[src/hw/rtl/stbs_pkg.sv]
// Shared constants and types for the sorted-table binary search block.
// No dependencies; imported by the controller, the datapath and the top level.
package stbs_pkg;

  localparam int TABLE_DEPTH = 32;
  localparam int IDX_W       = (TABLE_DEPTH > 1) ? $clog2(TABLE_DEPTH) : 1;
  // Signed bound width: lo reaches TABLE_DEPTH, hi reaches -1, lo+hi needs one more bit.
  localparam int BND_W       = IDX_W + 2;

  localparam int FUNC_W   = 1;
  localparam int INDEX_W  = 5;
  localparam int VALUE_W  = 31;
  localparam int TARGET_W = 32;
  localparam int POS_W    = 5;
  localparam int USED_W   = 6;

  localparam logic [FUNC_W-1:0] FUNC_WRITE  = 1'b0;
  localparam logic [FUNC_W-1:0] FUNC_SEARCH = 1'b1;

  typedef logic signed [BND_W-1:0] bound_t;
  typedef logic [IDX_W-1:0]        addr_t;

  // Commands from the controller to the datapath.
  typedef struct packed {
    logic wr;         // store one table entry
    logic start;      // begin a search: load bounds and target
    logic probe;      // compute midpoint and read the table
    logic update;     // compare read data and narrow the bounds
    logic result_ld;  // load the output register
  } stbs_cmd_t;

  // Status from the datapath to the controller.
  typedef struct packed {
    logic done;       // match met or range exhausted
  } stbs_stat_t;

endpackage

[src/hw/rtl/stbs_dp.sv]
// Datapath: table memory, entries_used register, search bounds, compare and result register.
// Depends on stbs_pkg.
module stbs_dp (
  input  logic                                 clk_i,
  input  logic                                 rst_ni,
  input  stbs_pkg::stbs_cmd_t                  cmd_i,
  output stbs_pkg::stbs_stat_t                 stat_o,
  input  logic                                 cfg_we_i,
  input  logic [stbs_pkg::USED_W-1:0]          cfg_data_i,
  input  logic [stbs_pkg::INDEX_W-1:0]         entry_index_i,
  input  logic [stbs_pkg::VALUE_W-1:0]         entry_value_i,
  input  logic signed [stbs_pkg::TARGET_W-1:0] target_i,
  output logic                                 found_o,
  output logic [stbs_pkg::POS_W-1:0]           position_o
);
  import stbs_pkg::*;

  logic [VALUE_W-1:0] table_mem [TABLE_DEPTH];

  logic [USED_W-1:0]    entries_used_q;
  bound_t               lo_q, hi_q;
  bound_t               span;
  bound_t               mid_sum;
  bound_t               mid;
  addr_t                mid_q;
  logic [VALUE_W-1:0]   rdata_q;
  logic signed [TARGET_W-1:0] target_q;
  logic signed [TARGET_W-1:0] entry;
  logic                 hit_q;
  logic                 found_q;
  logic [POS_W-1:0]     pos_q;

  assign span = (int'(entries_used_q) > TABLE_DEPTH) ? BND_W'(TABLE_DEPTH)
                                                     : BND_W'(entries_used_q);
  assign mid_sum = lo_q + hi_q;
  assign mid     = mid_sum >>> 1;
  assign entry   = $signed({1'b0, rdata_q});

  assign stat_o.done = hit_q || (lo_q > hi_q);

  always_ff @(posedge clk_i or negedge rst_ni) begin
    if (!rst_ni) begin
      entries_used_q <= '0;
    end else if (cfg_we_i) begin
      entries_used_q <= cfg_data_i;
    end
  end

  // Table memory: one write port, one registered read port.
  always_ff @(posedge clk_i) begin
    if (cmd_i.wr && (int'(entry_index_i) < TABLE_DEPTH)) begin
      table_mem[addr_t'(entry_index_i)] <= entry_value_i;
    end
    if (cmd_i.probe) begin
      rdata_q <= table_mem[addr_t'(mid)];
    end
  end

  always_ff @(posedge clk_i or negedge rst_ni) begin
    if (!rst_ni) begin
      hit_q <= 1'b0;
    end else if (cmd_i.start) begin
      hit_q <= 1'b0;
    end else if (cmd_i.update && (target_q == entry)) begin
      hit_q <= 1'b1;
    end
  end

  always_ff @(posedge clk_i) begin
    if (cmd_i.start) begin
      lo_q     <= '0;
      hi_q     <= span - bound_t'(1);
      target_q <= target_i;
    end
    if (cmd_i.probe) begin
      mid_q <= addr_t'(mid);
    end
    if (cmd_i.update && (target_q != entry)) begin
      if (target_q < entry) begin
        hi_q <= bound_t'(mid_q) - bound_t'(1);
      end else begin
        lo_q <= bound_t'(mid_q) + bound_t'(1);
      end
    end
    if (cmd_i.result_ld) begin
      found_q <= hit_q;
      pos_q   <= hit_q ? POS_W'(mid_q) : '0;
    end
  end

  assign found_o    = found_q;
  assign position_o = pos_q;

`ifndef SYNTHESIS
  // An empty range finishes at once.
  a_empty_done: assert property (@(posedge clk_i) disable iff (!rst_ni)
    (cmd_i.start && (entries_used_q == '0)) |=> stat_o.done)
    else $error("empty search range not flagged done");

  // A probe only happens on a live range.
  a_probe_live: assert property (@(posedge clk_i) disable iff (!rst_ni)
    cmd_i.probe |-> (!hit_q && (lo_q <= hi_q) && (lo_q >= 0)))
    else $error("probe issued on exhausted range");

  // A hit is only raised by an equal compare.
  a_hit_equal: assert property (@(posedge clk_i) disable iff (!rst_ni)
    $rose(hit_q) |-> $past(cmd_i.update && (target_q == entry)))
    else $error("hit raised without a match");
`endif

endmodule

[src/hw/rtl/stbs_ctrl.sv]
// Controller: sequences table writes, search probes and the output handshake.
// Depends on stbs_pkg.
module stbs_ctrl (
  input  logic                             clk_i,
  input  logic                             rst_ni,
  input  logic                             in_valid_i,
  output logic                             in_stall_o,
  input  logic [stbs_pkg::FUNC_W-1:0]      func_i,
  output logic                             out_valid_o,
  input  logic                             out_stall_i,
  output stbs_pkg::stbs_cmd_t              cmd_o,
  input  stbs_pkg::stbs_stat_t             stat_i
);
  import stbs_pkg::*;

  typedef enum logic [1:0] {
    ST_IDLE,
    ST_PROBE,
    ST_CMP,
    ST_FINISH
  } state_e;

  state_e state_q, state_d;
  logic   out_valid_q, out_valid_d;
  logic   in_take;
  logic   slot_free;

  assign in_stall_o = (state_q != ST_IDLE);
  assign in_take    = in_valid_i && !in_stall_o;
  assign slot_free  = !out_valid_q || !out_stall_i;

  always_comb begin
    state_d     = state_q;
    out_valid_d = out_valid_q && out_stall_i;
    cmd_o       = '0;
    case (state_q)
      ST_IDLE: begin
        if (in_take) begin
          if (func_i == FUNC_SEARCH) begin
            cmd_o.start = 1'b1;
            state_d     = ST_PROBE;
          end else begin
            cmd_o.wr = 1'b1;
          end
        end
      end
      ST_PROBE: begin
        if (stat_i.done) begin
          state_d = ST_FINISH;
        end else begin
          cmd_o.probe = 1'b1;
          state_d     = ST_CMP;
        end
      end
      ST_CMP: begin
        cmd_o.update = 1'b1;
        state_d      = ST_PROBE;
      end
      ST_FINISH: begin
        if (slot_free) begin
          cmd_o.result_ld = 1'b1;
          out_valid_d     = 1'b1;
          state_d         = ST_IDLE;
        end
      end
      default: begin
        state_d = ST_IDLE;
      end
    endcase
  end

  always_ff @(posedge clk_i or negedge rst_ni) begin
    if (!rst_ni) begin
      state_q     <= ST_IDLE;
      out_valid_q <= 1'b0;
    end else begin
      state_q     <= state_d;
      out_valid_q <= out_valid_d;
    end
  end

  assign out_valid_o = out_valid_q;

`ifndef SYNTHESIS
  // The output register is never overwritten while a result is held.
  a_no_overwrite: assert property (@(posedge clk_i) disable iff (!rst_ni)
    cmd_o.result_ld |-> slot_free)
    else $error("result register overwritten while stalled");

  // A search transaction blocks the input until its result is produced.
  a_search_busy: assert property (@(posedge clk_i) disable iff (!rst_ni)
    (in_take && (func_i == FUNC_SEARCH)) |=> in_stall_o)
    else $error("input not stalled during search");

  // A write transaction never produces a result.
  a_write_silent: assert property (@(posedge clk_i) disable iff (!rst_ni)
    (in_take && (func_i == FUNC_WRITE)) |=> !cmd_o.result_ld)
    else $error("write transaction produced a result");
`endif

endmodule

[src/hw/rtl/sorted_table_binary_search.sv]
// Sorted-table binary search. A write transaction gives no result.
// After accept, a search runs a probe state and a compare state per probe, then a range check and a result load,
// at most ceil(log2(depth+1)) probes; no new search is taken until its result is produced.
// Input stalls during a search; a stalled output result holds the search in its last state.
// Reset clears entries_used and the output valid; table contents stay undefined until written.
// Depends on stbs_pkg, stbs_ctrl and stbs_dp.
module sorted_table_binary_search (
  input  logic                                 clk_i,
  input  logic                                 rst_ni,
  input  logic                                 in_valid_i,
  output logic                                 in_stall_o,
  input  logic [stbs_pkg::FUNC_W-1:0]          func_i,
  input  logic [stbs_pkg::INDEX_W-1:0]         entry_index_i,
  input  logic [stbs_pkg::VALUE_W-1:0]         entry_value_i,
  input  logic signed [stbs_pkg::TARGET_W-1:0] target_i,
  output logic                                 out_valid_o,
  input  logic                                 out_stall_i,
  output logic                                 found_o,
  output logic [stbs_pkg::POS_W-1:0]           position_o,
  input  logic                                 cfg_valid_i,
  output logic                                 cfg_ready_o,
  input  logic [stbs_pkg::USED_W-1:0]          cfg_data_i
);
  import stbs_pkg::*;

  stbs_cmd_t  cmd;
  stbs_stat_t stat;

  assign cfg_ready_o = 1'b1;

  stbs_ctrl u_ctrl (
    .clk_i       (clk_i),
    .rst_ni      (rst_ni),
    .in_valid_i  (in_valid_i),
    .in_stall_o  (in_stall_o),
    .func_i      (func_i),
    .out_valid_o (out_valid_o),
    .out_stall_i (out_stall_i),
    .cmd_o       (cmd),
    .stat_i      (stat)
  );

  stbs_dp u_dp (
    .clk_i         (clk_i),
    .rst_ni        (rst_ni),
    .cmd_i         (cmd),
    .stat_o        (stat),
    .cfg_we_i      (cfg_valid_i && cfg_ready_o),
    .cfg_data_i    (cfg_data_i),
    .entry_index_i (entry_index_i),
    .entry_value_i (entry_value_i),
    .target_i      (target_i),
    .found_o       (found_o),
    .position_o    (position_o)
  );

endmodule
[config.mk]
export PLATFORM = sky130hd
export DESIGN_NAME = sorted_table_binary_search
export DESIGN_NICKNAME = d
export VERILOG_FILES = /design/src/hw/rtl/stbs_pkg.sv /design/src/hw/rtl/stbs_dp.sv /design/src/hw/rtl/stbs_ctrl.sv /design/src/hw/rtl/sorted_table_binary_search.sv
export SDC_FILE = /design/constraint.sdc
export NUM_CORES = 1
export LEC_CHECK = 0
export BUFFER_PORTS_ARGS = -buffer_cell sky130_fd_sc_hd__buf_2
export CAP_MARGIN = 20
export CORE_AREA = 2 2 330 332
export CTS_CLUSTER_DIAMETER = 80
export DETAILED_ROUTE_END_ITERATION = 8
export DIE_AREA = 0 0 332 334
export PLACE_DENSITY = 0.63
export SYNTH_ARGS = -nofsm -noshare
export SYNTH_HDL_FRONTEND = slang
export SYNTH_SLANG_ARGS = --single-unit
[constraint.sdc]
create_clock -name clk_i -period 4.16 [get_ports clk_i]
set_clock_uncertainty 0.15 [all_clocks]
set_input_delay 0.416 -clock clk_i [delete_from_list [all_inputs] [get_ports clk_i]]
set_output_delay 0.416 -clock clk_i [all_outputs]
set_load 0.005 [all_outputs]
# Yosys cells after proc, flatten, opt, wreduce, memory -nomap -nowiden
# Memories as Yosys holds them, arrays and structs flattened. A register that Yosys moved wholly into a read port is not among the register bits.
# Cells that the tools add are included.
# W data, S select, Z words.
# totals
ff_bits	67
mem_bits_rw	992
inputBits	80
mem_count	1
# mem_list
memory	depth	width	read_ports	rd_clocked_by_memory_dff	wr	line_no	rtl
u_dp.table_mem	32	31	1	1	1	stbs_dp.sv:18	logic [VALUE_W-1:0] table_mem [TABLE_DEPTH];
# op_classes
addsub	4
magnitude_cmp	3
eq_ne	8
n_mux	27
reduce_logical	13
# op_table
cell	n
$mux W7	6
$eq A32 B32 Y1	1
$lt A32 B32 Y1	1
$ne A32 B32 Y1	1
$mux W1	14
$mux W2	5
$pmux W2 S4	1
$gt A7 B7 Y1	1
$sub A7 B2 Y7 const B	1
$add A5 B1 Y6 const B	1
$add A6 B6 Y6	1
$gt A6 B6 Y1 const B	1
$mux W6	1
$sub A5 B1 Y6 const B	1
$eq A2 B2 Y1 const B	2
$logic_and A1 B1 Y1	4
$ne A2 B1 Y1 const B	2
$reduce_bool A2 Y1	2
$logic_not A1 Y1	3
$reduce_and A3 Y1	1
$eq A2 B1 Y1 const B	1
$logic_not A2 Y1	1
$logic_or A1 B1 Y1	2
$ne A2 B2 Y1 const B	1

# Logic depth before layout (Yosys ltp)
# Gate-level depths: netlist of run 1.
# logic_depth
ltp_word	8
depth_mapped	12
ltp_nobuf	10

# Modules after synthesis
# Synthesis of run 1 repeated with hierarchy kept, for this count alone.
# hier_totals
hier_cells	1980
hier_area_um2	42333.1
# modules_own_cells
module	instances	cells_per_inst	area_per_inst_um2
stbs_dp	1	1962	42151.7
stbs_ctrl	1	16	170.2
sorted_table_binary_search	1	2	11.3

# Least setup slack after synthesis of run 1
# Ideal clock, no wire load.
# synth_timing
path_type	register to register
from	reg u_ctrl.state_q[1]
to	mem u_dp.table_mem[28][0], enable pin
arrival_ns	2.553
slack_ns	1.038
stages_incl_launch_ff	6
n_path_buf	0
cell_sequence	dfrtp_1 nor2_1 nand2_1 nor3b_1 nand3_1 nor2_1
# synth_via
elab_chain_len	7
elab_cells_between_ends	8
# synth_lines
item	line_no	rtl
start: declaration	stbs_ctrl.sv:23	state_e state_q, state_d;
start signal: assignment	stbs_ctrl.sv:77	state_q <= state_d;
$reduce_bool A2 Y1	stbs_ctrl.sv:28	assign in_stall_o = (state_q != ST_IDLE);
$logic_not A1 Y1	stbs_ctrl.sv:29	assign in_take = in_valid_i && !in_stall_o;
$logic_and A1 B1 Y1	stbs_ctrl.sv:29	
$mux W2	stbs_ctrl.sv:38	if (in_take) begin
$mux W2 (*)	stbs_ctrl.sv:36	case (state_q)
$mux W1 (*)	stbs_dp.sv:51	if (cmd_i.wr && (int'(entry_index_i) < TABLE_DEPTH)) begin
$mux W1 (not written as such) (*)	stbs_dp.sv:52	table_mem[addr_t'(entry_index_i)] <= entry_value_i;
end: declaration	stbs_dp.sv:18	
# Every way passes the cells marked *; elsewhere a longest branch is shown, timed or not.

# Worst setup path in the final report of run 1
# layout_timing
from	reg u_dp.hi_q[2]
to	reg u_dp.rdata_q[12], read port of u_dp.table_mem (data pin)
# layout_via
elab_cells_between_ends	5
# layout_rtl
item	line_no	rtl
start: declaration	stbs_dp.sv:21	bound_t lo_q, hi_q;
start signal: assignment	stbs_dp.sv:72	hi_q <= span - bound_t'(1);
start signal: assignment	stbs_dp.sv:80	hi_q <= bound_t'(mid_q) - bound_t'(1);
$add A6 B6 Y6	stbs_dp.sv:35	assign mid_sum = lo_q + hi_q;
via u_dp.mid_sum[5]	stbs_dp.sv:23	bound_t mid_sum;
end: declaration	stbs_dp.sv:26	logic [VALUE_W-1:0] rdata_q;
# The timed path passes the listed nets, and every way through them passes these cells.
# A chain may end at the register's enable or synchronous reset.

==> out/results.tsv, run 1 <==
stage	metric	value	unit
clock_tree	cts_tree	yes	
yosys	synth_cell_type_count	53	
hold_path	hold-path-cell-count	1	
flow_run	maxCapViolCount	0	
layout	drive_gt1_share	27.6	%
hold_path	min_to	u_dp.table_mem[31][11]	
yosys	ys_seq_area_share	76.4	%
yosys	yosysMostFrequentCell	edfxtp_1	
layout	final_nets	2424	
setup_path	r2r-start	u_dp.hi_q[2]	
sta	setup_viol	0	
clock_tree	post-cts-setup-buffer-count	0	
drt	met3_length	7080	um
setup_path	endpoint_kind	flip-flop	
drt	drc	0	
die	core	108000	um^2
placed_design	postPlaceCellArea	45600	um^2
setup_path	path_buf_inv	2	
layout	stdcell_area	49700	um^2
setup_path	crit_slowest_cell	nand2b_2	
drt	dr_total_vias	21000	
setup_path	worstPathCellList	inv_1 > ha_1 > or3b_1 > a31oi_1 > mux2_2 > a2111oi_4 > nand2b_2 > buf_4 > o22ai_1 > a221oi_2	
drt	wire_per_inst	26.8	um
yosys	netlist_instances	2061	
power	power	43.8	mW
yosys	synth_ff_type	edfxtp_1	
sta	max-slew-margin-rel	28.7	%
sta	hold_viol	0	
clock_tree	clkTransAtPathRegs	0.06	ns
setup_path	path_max_fanout	15	
setup_path	worstPathRequired	4.49	ns
clock_tree	htree_levels	3	
setup_path	worst-r2r-cell-count	10	
drt	first_pass_iters	5	
drt	antenna_left	0	
sta	tightest_slew	1.07	ns
outcome	status	complete, no violations	
clock_tree	cts_inserted_buffers	108	
yosys	synth_area	42600	um^2
global_route	antenna_found_initial	5	
clock_tree	clkLatencyLatePin	0.67	ns
placed_design	hpwlAfterDp	58600	um
setup_path	rr_endpoint	u_dp.rdata_q[12]	
drt	dr_wl_met2	49000	um
drt	drt_iter0_drc	1823	
drt	wl_met1	43200	um
sta	tns	0	ns
setup_path	critical_path_arrival	4.15	ns
layout	final_core_utilization	46.2	%
yosys	synth_area_per_cell	20.7	um^2
yosys	yosys_register_bits	1090	
setup_path	cpPeakStageDelay	0.57	ns
global_route	first_global_vias	21700	
clock_tree	cts-root-buf	clkbuf_16	
yosys	synth_fp_nets	2188	
layout	area.growth.synth_to_final	16.8	%
clock_tree	cts_max_path_buffers	3	
placed_design	portBuffers	87	
sta	setup_ws	0.341	ns
setup_path	critical_path_class	flip-flop to flip-flop	
sta	clock.fmax	262	MHz
yosys	yosys.area.top_type	edfxtp_1	
power	leakagePower	16.2	nW
yosys	yosys_warnings	0	
clock_tree	cts_sinks	1090	
drt	postRouteWirelength	102000	um
global_route	globalRouteOverflowTotal	0	
sta	slew_violations	0	
die	start_util	39.5	%
yosys	synth_top_area_share	75.1	%
power	powerDensity	881	nW/um^2
power	peakVddDrop	0.00104	V
clock_tree	cts_resized	0	
yosys	synth_area_leaders	edfxtp_1 75%, mux4_2 13%, nor2_1 2.1%, mux2i_1 1.7%, ha_1 1.4%	
placed_design	place.gp.congestion	0.802	
sta	min_period_over_period	91.8	%
hold_path	min_from	entry_value_i[11]	
die	dieArea	111000	um^2
setup_path	r2r_slack	0.34	ns
drt	viasPerCell	5.52	
sta	rsz0062_at_grt	false	
setup_path	startpoint_type	flip-flop	
drt	top_layer	met5	
layout	n_antenna_cell	0	
yosys	synth_edf_count	1066	
die	dieWidth	332	um
global_route	track_usage	18.4	%
die	die_h	334	um
hold_path	min-delay-path-class	input pin to flip-flop	
die	io-pin-count	89	
placed_design	preCtsSetupSlack	0.378	ns
yosys	async_flop_share	0.917	%
die	std_cell_rows	121	
global_route	grt_pass1_wl	149000	um
setup_path	path_delay_family	compound AO/OA/AOI/OAI gates	
yosys	synthTopCellsByCount	1,066 x edfxtp_1, 248 x mux4_2, 237 x nor2_1	
global_route	grt_max_degree	65	
sta	fin_crit	3.82	ns
## flip-flops by register name, summed over array words and instances (netlist names)
| name | cells |
|---|---|
| u_ctrl.out_valid_o | 1 |
| u_ctrl.state_q | 2 |
| u_dp.entries_used_q | 6 |
| u_dp.found_o | 1 |
| u_dp.hi_q | 7 |
| u_dp.hit_q | 1 |
| u_dp.lo_q | 7 |
| u_dp.mid_q | 5 |
| u_dp.position_o | 5 |
| u_dp.rdata_q | 31 |
| u_dp.table_mem | 992 |
| u_dp.target_q | 32 |
## cell families (layout without fill, tap and decap cells)
kind of cell / Yosys count / in the layout / share of synthesized area, %
flops: 1090 / 1090 / 76.4
simple gates: 321 / 321 / 3.13
buf+inv: 148 / 474 / 1.47
xor+xnor: 11 / 11 / 0.270
compound gates: 115 / 115 / 2.31
fa+ha+maj: 47 / 47 / 1.40
other cells: 1 / 1 / 0.00880
mux: 328 / 328 / 15.0
## worst register-to-register path, delay by kind of cell (launching register included)
| family | cells | cell delay, ns |
|---|---|---|
| AO/OA/AOI/OAI | 4 | 1.01 |
| adder cells (fa/ha/maj) | 1 | 0.38 |
| buffers and inverters | 2 | 0.38 |
| flip-flops | 1 | 0.36 |
| multiplexers | 1 | 0.38 |
| AND/OR/NAND/NOR | 2 | 0.99 |
## metal layers
metal  track usage [%]  up-vias
met1              25.7    11200
met3              3.11      157
met4              4.92        2
met2              29.9      793
li1                  -     8868
met5                 0        -
## worst max-delay path by stage
stage / start / to / slack, ns / depth (start not counted)
2_1_floorplan: u_ctrl.state_q[1] / u_dp.table_mem[28][0] / 1.04 / 5
3_3_place_gp: u_dp.hi_q[2] / u_dp.rdata_q[14] / 0.48 / 10
3_5_place_dp: u_dp.hi_q[2] / u_dp.rdata_q[11] / 0.38 / 10
4_1_cts: u_dp.hi_q[2] / u_dp.rdata_q[11] / 0.36 / 10
5_1_grt: u_dp.hi_q[2] / u_dp.rdata_q[12] / 0.17 / 10
6_report: u_dp.hi_q[2] / u_dp.rdata_q[12] / 0.34 / 10
## power by group
| group | internal (mW) | switching (mW) | leakage (nW) |
|---|---|---|---|
| sequential | 12.9 | 0.346 | 9.83 |
| clock | 5.84 | 4.07 | 1.75 |
| combinational | 9.42 | 11.3 | 4.63 |
## final cells by class
cell class | count | area, um^2
clock inverter | 72 | 806
inverter | 51 | 196
multi-input combinational | 823 | 9700
fill | 8869 | 58000
sequential | 1090 | 32500
timing repair buffer | 223 | 1920
clock buffer | 128 | 2820
tap | 1414 | 1770
## through the flow
| stage | hold slack, ns | std cells |
|---|---|---|
| final | 0.0973 | 3801 |
| after global routing | 0.0892 | 3801 |
| after CTS | 0.0515 | 3801 |
| after detailed placement | 0.146 | 3551 |
| after global placement | 0.128 | 3551 |
| after floorplan | -0.0296 | 2061 |
## cell usage in the layout, fill, tap and decap left out, types with 6 or more instances in the layout
master,instances
dfxtp_1,14
buf_12,27
dfrtp_1,10
mux2_2,6
nor2_4,33
xnor2_1,6
nand3_1,9
inv_6,7
clkinv_2,19
dlygate4sd3_1,50
clkinv_1,21
a221oi_2,29
and2_1,6
a21oi_1,25
mux2i_1,74
buf_2,87
o22ai_1,32
nor2b_1,7
ha_1,46
nor2_1,204
clkbuf_16,110
o21ai_0,9
clkinvlp_4,8
nand2_1,34
bufinv_16,16
inv_1,50
edfxtp_1,1066
buf_4,59
clkbuf_1,18
mux4_2,248
## timing repair
item                                    4_1_cts  5_1_grt
endpoints found under the setup margin        0        0
endpoints found under the hold margin        51        0
hold buffers                                 50        0
Note: power is estimated with default switching activity, not from simulation.
==> inputs of run 2 (changes only) <==
BUFFER_PORTS_ARGS = not set   (was -buffer_cell sky130_fd_sc_hd__buf_2)
DONT_BUFFER_PORTS = 1   (was not set)
PLACE_DENSITY = 0.62   (was 0.63)
==> run 2 against run 1 <==
Compared with the run above: count of clock-buffer cells in the layout is the same; worst setup slack gained 0.11 ns; first-iteration DRC count grew 5.4%; critical path depth shrank 1; maximum frequency grew 3.0%; highest routed layer unchanged.
==> out/results.tsv, run 2 (synthesized netlist as in run 1, its figures left out) <==
stage	metric	value	unit
outcome	status	complete, no violations	
layout	largest_register_ffs	992	
layout	reg_top3	u_dp.table_mem: 992 flops, u_dp.target_q: 32 flops, u_dp.rdata_q: 31 flops	
layout	final_common_cell	edfxtp_1	
setup_path	worstPathCellList	inv_1 > ha_1 > or3b_1 > a31oi_1 > mux2_2 > a2111oi_4 > and2_2 > buf_4 > a221oi_2	
setup_path	critical_path_arrival	3.97	ns
placed_design	preCtsSetupSlack	0.422	ns
setup_path	endpoint_kind	flip-flop	
global_route	top_usage_layer	met2	
power	peakVddDrop	0.000828	V
global_route	grt_max_degree	66	
sta	slew_violations	0	
layout	layout_common_cells	1,066 x edfxtp_1, 248 x mux4_2, 204 x nor2_1	
placed_design	hpwlAfterDp	60500	um
sta	setup_viol	0	
global_route	gr-usage-met2	30.4	%
layout	regMostFlops	u_dp.table_mem	
die	die_h	334	um
setup_path	worstPathRequired	4.42	ns
global_route	grt_pass1_wl	149000	um
placed_design	portBuffers	0	
clock_tree	cts_max_path_buffers	3	
clock_tree	cts_tree	yes	
die	io-pin-count	89	
global_route	grtUsageMet3	3.46	%
drt	drc	0	
sta	setup_ws	0.451	ns
clock_tree	clkTransAtPathRegs	0.06	ns
sta	hold_viol	0	
clock_tree	cts_sinks	1090	
die	start_util	39.5	%
sta	fin_hold_ws	0.215	ns
drt	dr_total_vias	20600	
global_route	use_met1	25.1	%
drt	antenna_left	0	
clock_tree	clkLatencyLatePin	0.70	ns
layout	drive_gt1_share	25.2	%
setup_path	r2r_slack	0.45	ns
power	power	43.6	mW
layout	multi_input_area	9700	um^2
drt	viasPerCell	5.49	
clock_tree	htree_levels	3	
drt	drt_iter0_drc	1921	
layout	final_core_utilization	46.5	%
die	dieWidth	332	um
layout	seq_area	32500	um^2
sta	max-slew-margin-rel	31.6	%
die	std_cell_rows	121	
global_route	track_usage	18.3	%
global_route	antenna_found_initial	4	
clock_tree	cts-root-buf	clkbuf_16	
drt	postRouteWirelength	101000	um
sta	rsz0062_at_grt	false	
setup_path	startpoint_type	flip-flop	
flow_run	maxCapViolCount	0	
sta	min_period_over_period	89.2	%
layout	final_nets	2375	
sta	fin_crit	3.71	ns
setup_path	cpPeakStageDelay	0.56	ns
sta	clock.fmax	270	MHz
die	core	108000	um^2
power	powerDensity	870	nW/um^2
clock_tree	cts_inserted_buffers	107	
sta	tns	0	ns
clock_tree	cts_resized	0	
layout	n_fill_cell	8835	
setup_path	path_max_fanout	11	
setup_path	critical_path_class	flip-flop to flip-flop	
power	leakagePower	16.2	nW
drt	first_pass_iters	5	
hold_path	min-delay-path-class	input pin to flip-flop	
die	dieArea	111000	um^2
layout	area.growth.synth_to_final	17.8	%
setup_path	crit_slowest_cell	and2_2	
placed_design	place.gp.congestion	0.796	
drt	wire_per_inst	27.0	um
global_route	first_global_vias	21500	
sta	tightest_slew	1.02	ns
global_route	globalRouteOverflowTotal	0	
-- run 2: cell count changes in the layout (fill, tap and decap cells not counted), sizes merged --
cell         previous run  this run
bufinv                 16        11
clkbuf                128       133
inv                    57        58
buf                   173        95
dlygate4sd3            50        75
clkinv                 42        50
clkinvlp                8         5
diode                   0         3
-- run 2: final timing paths --
check / cells past startpoint / endpoint / from
max: 9 / u_dp.rdata_q[9] / u_dp.hi_q[2]
min in group asynchronous: 2 / u_ctrl.state_q[0] / rst_ni
min: 3 / u_dp.table_mem[9][27] / entry_index_i[4]
max reg2reg: 9 / u_dp.rdata_q[9] / u_dp.hi_q[2]
max in group asynchronous: 2 / u_dp.entries_used_q[1] / rst_ni
min reg2reg: 2 / u_dp.lo_q[6] / u_dp.lo_q[6]
-- run 2: critical path: cells and delay by family (launching register included) --
family          cells  cell delay, ns
fa+ha+maj           1            0.38
compound gates      3            0.78
simple gates        2            0.99
mux                 1            0.38
buf+inv             2            0.40
flops               1            0.37
-- run 2: through the flow --
step,area (um^2),instances
after global routing,50200,3754
after global placement,45300,3449
after CTS,49800,3735
after floorplan,42600,2061
final,50200,3757
after detailed placement,45300,3449
-- run 2: what timing repair did --
action / 4_1_cts / 5_1_grt
setup buffers: 0 / 0
endpoints found under the hold margin: 1049 / 0
hold buffers: 85 / 0
-- run 2: cell type report --
class	count	area share, %
flip-flops and latches	1090	64.9
clock buffers	128	5.54
multi-input cells	823	19.3
inverters	51	0.392
well taps	1414	3.53
repair buffers	175	4.85
diodes	3	0.0150
clock inverters	73	1.47
-- run 2: per-layer routing --
metal | up-vias | wire length, um
met5 | - | 11
met4 | 2 | 2050
met3 | 140 | 6380
met2 | 642 | 50200
met1 | 11000 | 42800
li1 | 8795 | -
-- run 2: report_power, final --
part           leakage, nW  internal, mW  switching, mW
registers             9.83          12.9          0.315
logic                 4.65          9.40           11.4
clock network         1.72          5.49           4.17
